$ cat src/hdl/esw_pkg.sv
// ----------------------------------------------------------------------------
// esw_pkg
// shared widths, reset values, register indexes and controller commands
// ----------------------------------------------------------------------------
package esw_pkg;

  localparam int unsigned LoopDepth = 16384;
  localparam int unsigned NumLoops  = 3;
  localparam int unsigned RamDepth  = NumLoops * LoopDepth;
  localparam int unsigned RamAw     = $clog2(RamDepth);
  localparam int unsigned WordAw    = $clog2(LoopDepth);
  localparam int unsigned LenW      = WordAw + 1;
  localparam int unsigned PhaseW    = WordAw + 16;
  localparam int unsigned RpmW      = 24;
  localparam int unsigned DivW      = 32;
  localparam int unsigned CfgIdxW   = 3;
  localparam int unsigned CfgDataW  = 16;

  localparam logic [7:0] MaxRpm = 8'd120;
  localparam logic [7:0] MinRpm = 8'd25;

  localparam logic [7:0]    LrLowRst   = 8'd25;
  localparam logic [7:0]    LrMidRst   = 8'd40;
  localparam logic [7:0]    LrHighRst  = 8'd65;
  localparam logic [15:0]   GainLowRst = 16'd16384;
  localparam logic [15:0]   GainMidRst = 16'd19661;
  localparam logic [15:0]   GainHiRst  = 16'd32768;
  localparam logic [15:0]   RateRst    = 16'd315;
  localparam logic [LenW-1:0] LenRst   = LenW'(LoopDepth);

  localparam logic [CfgIdxW-1:0] CFG_LOOP_RPM_LOW  = 3'd0;
  localparam logic [CfgIdxW-1:0] CFG_LOOP_RPM_MID  = 3'd1;
  localparam logic [CfgIdxW-1:0] CFG_LOOP_RPM_HIGH = 3'd2;
  localparam logic [CfgIdxW-1:0] CFG_GAIN_LOW      = 3'd3;
  localparam logic [CfgIdxW-1:0] CFG_GAIN_MID      = 3'd4;
  localparam logic [CfgIdxW-1:0] CFG_GAIN_HIGH     = 3'd5;
  localparam logic [CfgIdxW-1:0] CFG_APPROACH_RATE = 3'd6;

  localparam logic FUNC_SAMPLE = 1'b0;
  localparam logic [1:0] LOOP_NONE = 2'd3;

  typedef enum logic [4:0] {
    OP_IDLE, OP_LOAD, OP_RPM_MUL, OP_RPM_UPD, OP_BAND,
    OP_INC_GO, OP_INC_WAIT, OP_MOD_GO, OP_MOD_WAIT,
    OP_RD_A, OP_RD_B, OP_RD_END, OP_IMUL, OP_ISUM, OP_GMUL, OP_GSTO,
    OP_LERP_GO, OP_LERP_WAIT, OP_MIX_L, OP_MIX_H, OP_MIX_SUM, OP_OUT
  } op_e;

  typedef struct packed {
    op_e  op;
    logic capture;
  } cmd_t;

  typedef struct packed {
    logic div_done;
    logic func;
    logic two_loops;
    logic second;
    logic lerp_ok;
    logic out_free;
  } status_t;

endpackage

$ cat src/hdl/esw_ctrl.sv
// ----------------------------------------------------------------------------
// esw_ctrl
// sequencer: steps one item through the datapath
// ----------------------------------------------------------------------------
module esw_ctrl (
  input  logic             clk_i,
  input  logic             rst_ni,
  input  logic             in_valid_i,
  output logic             in_ready_o,
  input  esw_pkg::status_t status_i,
  output esw_pkg::cmd_t    cmd_o
);
  import esw_pkg::*;

  typedef enum logic [4:0] {
    S_IDLE, S_DECODE, S_LOAD, S_RPM_MUL, S_RPM_UPD, S_BAND,
    S_INC_GO, S_INC_WAIT, S_MOD_GO, S_MOD_WAIT,
    S_RD_A, S_RD_B, S_RD_END, S_IMUL, S_ISUM, S_GMUL, S_GSTO,
    S_LERP_GO, S_LERP_WAIT, S_MIX_L, S_MIX_H, S_MIX_SUM, S_OUT
  } state_e;

  state_e state_q, state_d;

  assign in_ready_o = (state_q == S_IDLE);

  always_comb begin
    state_d = state_q;
    unique case (state_q)
      S_IDLE:      if (in_valid_i) state_d = S_DECODE;
      S_DECODE:    state_d = (status_i.func == FUNC_SAMPLE) ? S_RPM_MUL : S_LOAD;
      S_LOAD:      state_d = S_IDLE;
      S_RPM_MUL:   state_d = S_RPM_UPD;
      S_RPM_UPD:   state_d = S_BAND;
      S_BAND:      state_d = S_INC_GO;
      S_INC_GO:    state_d = S_INC_WAIT;
      S_INC_WAIT:  if (status_i.div_done) state_d = S_MOD_GO;
      S_MOD_GO:    state_d = S_MOD_WAIT;
      S_MOD_WAIT:  if (status_i.div_done) state_d = S_RD_A;
      S_RD_A:      state_d = S_RD_B;
      S_RD_B:      state_d = S_RD_END;
      S_RD_END:    state_d = S_IMUL;
      S_IMUL:      state_d = S_ISUM;
      S_ISUM:      state_d = S_GMUL;
      S_GMUL:      state_d = S_GSTO;
      S_GSTO: begin
        if (status_i.two_loops && !status_i.second) state_d = S_INC_GO;
        else if (status_i.two_loops && status_i.lerp_ok) state_d = S_LERP_GO;
        else state_d = S_MIX_L;
      end
      S_LERP_GO:   state_d = S_LERP_WAIT;
      S_LERP_WAIT: if (status_i.div_done) state_d = S_MIX_L;
      S_MIX_L:     state_d = S_MIX_H;
      S_MIX_H:     state_d = S_MIX_SUM;
      S_MIX_SUM:   state_d = S_OUT;
      S_OUT:       if (status_i.out_free) state_d = S_IDLE;
      default:     state_d = S_IDLE;
    endcase
  end

  always_comb begin
    cmd_o.capture = in_ready_o && in_valid_i;
    unique case (state_q)
      S_LOAD:      cmd_o.op = OP_LOAD;
      S_RPM_MUL:   cmd_o.op = OP_RPM_MUL;
      S_RPM_UPD:   cmd_o.op = OP_RPM_UPD;
      S_BAND:      cmd_o.op = OP_BAND;
      S_INC_GO:    cmd_o.op = OP_INC_GO;
      S_INC_WAIT:  cmd_o.op = OP_INC_WAIT;
      S_MOD_GO:    cmd_o.op = OP_MOD_GO;
      S_MOD_WAIT:  cmd_o.op = OP_MOD_WAIT;
      S_RD_A:      cmd_o.op = OP_RD_A;
      S_RD_B:      cmd_o.op = OP_RD_B;
      S_RD_END:    cmd_o.op = OP_RD_END;
      S_IMUL:      cmd_o.op = OP_IMUL;
      S_ISUM:      cmd_o.op = OP_ISUM;
      S_GMUL:      cmd_o.op = OP_GMUL;
      S_GSTO:      cmd_o.op = OP_GSTO;
      S_LERP_GO:   cmd_o.op = OP_LERP_GO;
      S_LERP_WAIT: cmd_o.op = OP_LERP_WAIT;
      S_MIX_L:     cmd_o.op = OP_MIX_L;
      S_MIX_H:     cmd_o.op = OP_MIX_H;
      S_MIX_SUM:   cmd_o.op = OP_MIX_SUM;
      S_OUT:       cmd_o.op = OP_OUT;
      default:     cmd_o.op = OP_IDLE;
    endcase
  end

  always_ff @(posedge clk_i or negedge rst_ni) begin
    if (!rst_ni) begin
      state_q <= S_IDLE;
    end else begin
      state_q <= state_d;
    end
  end

endmodule

$ cat config.mk
export PLATFORM = sky130hd
export DESIGN_NAME = esw_ctrl
export DESIGN_NICKNAME = d
export VERILOG_FILES = /design/src/hdl/esw_pkg.sv /design/src/hdl/esw_ctrl.sv
export SDC_FILE = /design/constraint.sdc
export NUM_CORES = 1
export LEC_CHECK = 0
export CORE_MARGIN = 1.5
export CORE_UTILIZATION = 54
export CTS_BUF_LIST = sky130_fd_sc_hd__clkbuf_4 sky130_fd_sc_hd__clkbuf_8
export CTS_CLUSTER_SIZE = 20
export DETAILED_ROUTE_END_ITERATION = 6
export DONT_BUFFER_PORTS = 1
export PLACE_DENSITY = 0.79
export SLEW_MARGIN = 15
export SYNTH_ARGS = -nofsm -noshare
export SYNTH_HDL_FRONTEND = slang
export SYNTH_SLANG_ARGS = --single-unit
$ cat constraint.sdc
create_clock -name clk_i -period 1.6 [get_ports clk_i]
set_input_delay 0.08 -clock clk_i [delete_from_list [all_inputs] [get_ports clk_i]]
set_output_delay 0.08 -clock clk_i [all_outputs]
set_load 0.005 [all_outputs]
==> summary.txt, run 1 <==
Hold path
  • Hold_sp: status_i[5]
  • Hold depth: 2
  • Worst min path class: primary input to flip-flop
  • Hold endpoint: state_q[3]$_DFFE_PN0P_

Global route
  • First-pass GRT wire length: approximately 3700 um
  • Initial antenna violation count: 0
  • GR Util All Layers: ~28%
  • GRT overflow: 0
  • Largest net degree at the start of global routing: 19
  • Vias in the first global route: around 850

Yosys
  • Register area share after synthesis: between 15 and 20%
  • Top FF cell, synth: dfrtp_1
  • Netlist Area Pre-Place: between 800 and 900 um2
  • Asr flop ratio synth: 100%
  • Syn Nets: between 100 and 150
  • Top-area cell type share of the netlist area: between 10% and 20%
  • Synthesis warning total: 0
  • Cells after Synth: between 90 and 100
  • Synth Area per Inst: approximately 8.4 um2
  • Largest area contributor in the netlist: dfrtp_1
  • Post-synth EDFFs: 0
  • Top cells by area, synth: dfrtp_1 (15%), ha_1 (9.1%), nor2b_1 (6.8%), buf_6 (4.1%), a21oi_1 (3.6%)
  • Cell variety after synth: 49
  • #FFs+latches synth: 5

Route
  • Vias/cell: between 6 and 7
  • WL final: 2740 um
  • DR pass1 iterations: 4
  • Iter 0 DRT Violations: a little over 70
  • Post-route DRC: 0
  • Via count: about 920
  • Post-DR wirelength/cell: 20.1 um
  • Antenna-violating nets left: 0

Layout
  • Non-Filler Instances: roughly 140
  • Most frequent cells in the layout: buf_4 (22), nor2b_1 (6), o21ai_1 (5), buf_6 (5)
  • ANT cells: 0
  • Finished Core Util: a little over four fifths
  • Commonest non-fill, non-tap cell in the layout: buf_4
  • Max FFs per register: 5
  • Biggest register: state_q
  • Largest registers: state_q: 5 flops
  • Layout area overhead: 38.8%
  • Final #Nets: ~140
  • Share of cells above drive strength 1: between 40% and 50%

Power
  • Seq pwr share: between 10% and 20%
  • Worst VDD drop: around 1.3 mV
  • Leak Pwr: between 0.0005 and 0.0006 uW
  • Internal: 1310 uW
  • NetSw: 1080 uW
  • Part of the power in combinational logic: between 80% and 90%
  • Total Power: around 2400 uW
  • Clock power share: ~7.3%
  • Sw Share: ~45%
  • Pwr/cell area: about 2100 mW/mm2

Clocking
  • Htree depth: 1
  • CTS sink cnt: 5
  • CTS tree: done
  • Clock-pin slew on the worst setup and hold paths: 40 ps
  • Clk_lat worst skew: 260 ps
  • CTS buffer count: 3
  • Root buf cell: clkbuf_4
  • Clk buf depth: 2

Setup path
  • CP Max Fanout: 6
  • Startpoint Class: flip-flop
  • Reg2reg start: state_q[2]$_DFFE_PN0P_
  • CP arrival: 1610 ps
  • CP Capture Type: output port
  • Crit path kind: flip-flop to output port
  • R2R Setup Slk: -80 ps
  • Worst reg2reg endpoint: state_q[2]$_DFFE_PN0P_
  • R2r worst-path depth: 6
  • Critical Path RT: between 1500 and 2000 ps

Timing
  • Post-layout minimum cycle time: between 1500 and 2000 ps
  • Hold slack: between 20 and 25 ps
  • Slew Limit Fails: 0
  • Fmax: between 0.5 and 0.6 GHz
  • Slew headroom: 74.9%
  • Worst Skew: 10.7 ps
  • Hold Fails Final Rpt: 0
  • Final setup viols: 9
  • Setup ws final: -92.2 ps
  • RSZ-0062 raised after global routing: true
  • Measured slew at the worst slew-check pin: around 380 ps
  • Final worst-path cycle share: 106%

Floorplan
  • # IOs: 16
  • Row Count: 13
  • Die area: roughly 0.0018 mm2
  • Initial cell density of the core: about three fifths
  • Core area: ~0.0014 mm2
  • Die X: 42.0 um
  • Die Height: 42.0 um

Job
  • MaxCap Viol Count: 0

Place
  • DP HPWL: between 1500 and 2000 um
  • Setup WS pre-CTS: -81.0 ps
  • Buffers on Ports: 0
  • RD Place Congestion: between 0.8 and 0.9
  • Placed cell count: 128

Outcome
  • Failing checks: negative setup slack
  • Status: complete, but fails checks
[Yosys cell counts (2+ instances only)]
master     number
mux2i_1         3
o21ai_1         3
nand3b_1        2
a32oi_1         2
a211oi_1        2
o2111ai_1       2
buf_6           3
nand2b_1        3
nand3_1         2
a21oi_1         6
nor2_1          3
nand2_1         3
and2b_2         2
buf_2           3
o21ai_0         6
ha_1            6
nor2b_1         9
inv_1           2
dfrtp_1         5
nor3_1          2
[cell families (layout without fill, tap and decap cells)]
group                    count (synthesis)  in the layout  share of synthesized area (%)
AND/OR/NAND/NOR                         36             36                           29.8
flip-flops                               5              5                           15.2
adder cells (fa/ha/maj)                  6              6                           9.12
AO/OA/AOI/OAI                           36             36                           30.4
multiplexers                             4              4                           5.47
buffers and inverters                   11             34                           10.0
[critical path, stage by stage, from the launching register on]
cell and delay (ps):
dfrtp_1 410, buf_4 160, ha_4 180, buf_4 140, o21ai_1 190, o211ai_1 140, o211a_1 140
[how the worst max path moves through the flow]
stage                                       from                      to  slack, ps  cells past startpoint
after floorplan           state_q[0]$_DFFE_PN0P_  state_q[2]$_DFFE_PN0P_        -40                      5
after global placement    state_q[0]$_DFFE_PN0P_  state_q[2]$_DFFE_PN0P_        -30                      6
after detailed placement  state_q[0]$_DFFE_PN0P_  state_q[2]$_DFFE_PN0P_        -80                      6
after CTS                 state_q[1]$_DFFE_PN0P_  state_q[2]$_DFFE_PN0P_        -50                      6
after global routing      state_q[1]$_DFFE_PN0P_                cmd_o[1]       -160                      6
final                     state_q[1]$_DFFE_PN0P_                cmd_o[1]        -90                      6
[timing repair]
item	4_1_cts	5_1_grt
hold buffers	1	0
setup endpoints to repair	8	11
pin swaps	3	7
endpoints found under the hold margin	5	0
resized for setup	4	19
buffers inserted	3	0
[routing by layer]
layer  wire [um]  track usage, %  part of all wire, %  vias up
li1            -               -                    -      412
met1        1150            33.7                   42      449
met2        1300            44.7                   48       47
met3         230            7.76                  8.4       10
met4          55            13.1                  2.0        0
met5           0               0                    0        -
[area by class of cell]
type,count,area (um2)
multi-input combinational,82,724
clock buffer,4,30.0
inverter,2,10.0
sequential,5,128
timing repair buffer,28,231
tap,15,18.8
fill,81,224
[power by group through the flow]
stage	registers, uW	logic (uW)	clock network (uW)
final	270	1950	175
after global routing	270	2070	194
after detailed placement	261	1530	0
after CTS	249	1670	176
after global placement	255	1500	0
after floorplan	249	1110	0
[metrics by stage]
stage | TNS (ps) | instance area, um2
finish | -459 | 1140
global route | -901 | 1140
CTS | -166 | 1070
detailed placement | -186 | 982
global placement | -29.1 | 982
floorplan | -35.6 | 861
(Power assumes the default switching activity.)
==> run 2: changes to the inputs <==
--- a/config.mk
+++ b/config.mk
@@ -12,6 +12,7 @@
 export DETAILED_ROUTE_END_ITERATION = 6
 export DONT_BUFFER_PORTS = 1
 export PLACE_DENSITY = 0.79
+export REMOVE_ABC_BUFFERS = 1
 export SLEW_MARGIN = 15
 export SYNTH_ARGS = -nofsm -noshare
 export SYNTH_HDL_FRONTEND = slang
==> run 2 against run 1 <==
Against the previous run:
- the run still ends with negative setup slack left
- largest power group unchanged
- register-to-register slack worse by 270 ps
- setup slack worse by 260 ps
- combinational power up 17%
- final cell count up 2.2%
- via count up 11%
- power up 15%
- clock skew down 8.9 ps
- first-iteration DRC count down 48%
- global-route usage up 3.9 points
- flip-flop and latch count unchanged
- die area unchanged
- non-clock buffer count up 3
==> summary.txt, run 2 (synthesized netlist as in run 1, its figures left out) <==
Layout
  • Fillcell total: 56
  • Layout area overhead: 51.8%
  • Max FFs per register: 5
  • Final #Nets: 140
  • Most frequent cells in the layout: buf_4 (24), nor2b_1 (6), a21oi_2 (6), buf_6 (6), o21ai_2 (5)
  • Post-route design area: about 0.0012 mm2
  • Share of cells above drive strength 1: 64.5%
  • Biggest register: state_q
  • Largest registers: state_q: 5 flops
  • Non-Filler Instances: 139
  • ANT cells: 0
  • Commonest non-fill, non-tap cell in the layout: buf_4

Floorplan
  • Row Count: 13
  • # IOs: 16
  • Die X: ~42 um
  • Initial cell density of the core: 60.3%
  • Core area: 0.00137 mm2
  • Die Height: roughly 42 um
  • Die area: between 0.0015 and 0.002 mm2

Clocking
  • Clock-pin slew on the worst setup and hold paths: roughly 60 ps
  • CTS buffer count: 3
  • Clk_lat worst skew: between 200 and 300 ps
  • Htree depth: 1
  • CTS sink cnt: 5
  • CTS tree: done
  • Clk buf depth: 2
  • Root buf cell: clkbuf_4

Hold path
  • Worst min path class: primary input to flip-flop

Timing
  • Slew Limit Fails: 0
  • RSZ-0062 raised after global routing: true
  • Final setup viols: 11
  • Worst Skew: roughly 1.7 ps
  • Final worst-path cycle share: 122%
  • Setup ws final: -348 ps
  • Fmax: just over 0.5 GHz
  • Fin Setup TNS: -1140 ps
  • Hold Fails Final Rpt: 0
  • Slew headroom: 71.4%
  • Post-layout minimum cycle time: 1950 ps
  • Measured slew at the worst slew-check pin: 426 ps

Setup path
  • WP buf/inv: 3
  • Startpoint Class: flip-flop
  • CP Max Fanout: 8
  • Worst path cell trace: inv_2, ha_4, buf_6, buf_4, nor3_1, o21bai_1, a31oi_1, mux2i_1
  • Crit path kind: flip-flop to flip-flop
  • CP arrival: 2070 ps
  • Critical Path RT: ~1700 ps
  • CP Capture Type: flip-flop
  • CP max stage delay: 410 ps
  • CP top delay family: flip-flops
  • Slowest CP cell: dfrtp_1

Global route
  • Initial antenna violation count: 0
  • Largest net degree at the start of global routing: 15
  • GR Util All Layers: 31.5%
  • First-pass GRT wire length: about 4200 um
  • GRT overflow: 0
  • Vias in the first global route: roughly 860

Route
  • Post-route DRC: 0
  • DR pass1 iterations: 4
  • Vias/cell: between 7 and 8
  • Antenna-violating nets left: 0
  • Via count: 1020
  • WL final: around 3200 um
  • Iter 0 DRT Violations: 37
  • Post-DR wirelength/cell: 23.2 um

Place
  • Dpl cell area: around 950 um2
  • RD Place Congestion: approximately 0.96
  • Buffers on Ports: 0
  • Placed cell count: around 130
  • DP HPWL: between 1500 and 2000 um

Outcome
  • Status: complete, but fails checks
  • Failing checks: negative setup slack

Power
  • Leak Pwr: 0.000543 uW
  • Worst VDD drop: roughly 1.5 mV
  • Pwr/cell area: between 2000 and 2500 mW/mm2
  • Total Power: 2760 uW

Job
  • MaxCap Viol Count: 0
## run 2: cell count changes in the layout (fill, tap and decap cells not counted), sizes merged
cell,before,now
buf,27,30
## run 2: area by class of cell
type	instances	area, um2	share of cell area, %
clock buffer	4	30.0	2.40
inverter	2	7.51	0.601
multi-input combinational	82	808	64.7
sequential	5	128	10.2
tap	15	18.8	1.50
timing repair buffer	31	258	20.6
## run 2: timing repair
item,CTS,global route
gates resized for setup,28,25
hold buffers,1,0
setup buffers,3,2
pin swaps,9,8
endpoints found under the hold margin,5,0
setup endpoints to repair,10,11
## run 2: power by group
| group | total [uW] | internal (uW) | switching [uW] | leakage [uW] |
|---|---|---|---|---|
| clock network | 189 | 113 | 76.2 | 0.0000184 |
| registers | 280 | 182 | 97.9 | 0.0000623 |
| logic | 2290 | 1180 | 1110 | 0.000463 |
| total | 2760 | 1480 | 1280 | 0.000543 |
## run 2: stage by stage
stage                     hold slack (ps)  setup WS, ps  utilization [%]
after floorplan                      -216          -318                -
after global placement               -215         -75.6             69.9
after detailed placement             -215          -147             69.9
after CTS                            22.0         -26.5             83.4
after global routing                 13.5          -263             91.5
final                                4.22          -348             91.5
## run 2: routing by layer
metal	track usage [%]	part of all wire, %	wire length [um]	up-vias
met5	0	0	0	-
met4	8.75	4.8	155	0
met3	4.31	8.0	257	21
met2	55.6	50	1610	80
met1	39.9	37	1190	504
li1	-	-	-	415
## run 2: path summary, 6_finish.rpt
| path | start | end | slack [ps] | cells past startpoint |
|---|---|---|---|---|
| max | state_q[0]$_DFFE_PN0P_ | state_q[0]$_DFFE_PN0P_ | -350 | 8 |
| min | status_i[5] | state_q[3]$_DFFE_PN0P_ | 4 | 2 |
| max reg2reg | state_q[0]$_DFFE_PN0P_ | state_q[0]$_DFFE_PN0P_ | -350 | 8 |
| min reg2reg | state_q[4]$_DFFE_PN0P_ | state_q[3]$_DFFE_PN0P_ | 640 | 1 |
| max in group asynchronous | rst_ni | state_q[2]$_DFFE_PN0P_ | 1250 | 1 |
| min in group asynchronous | rst_ni | state_q[1]$_DFFE_PN0P_ | 120 | 1 |
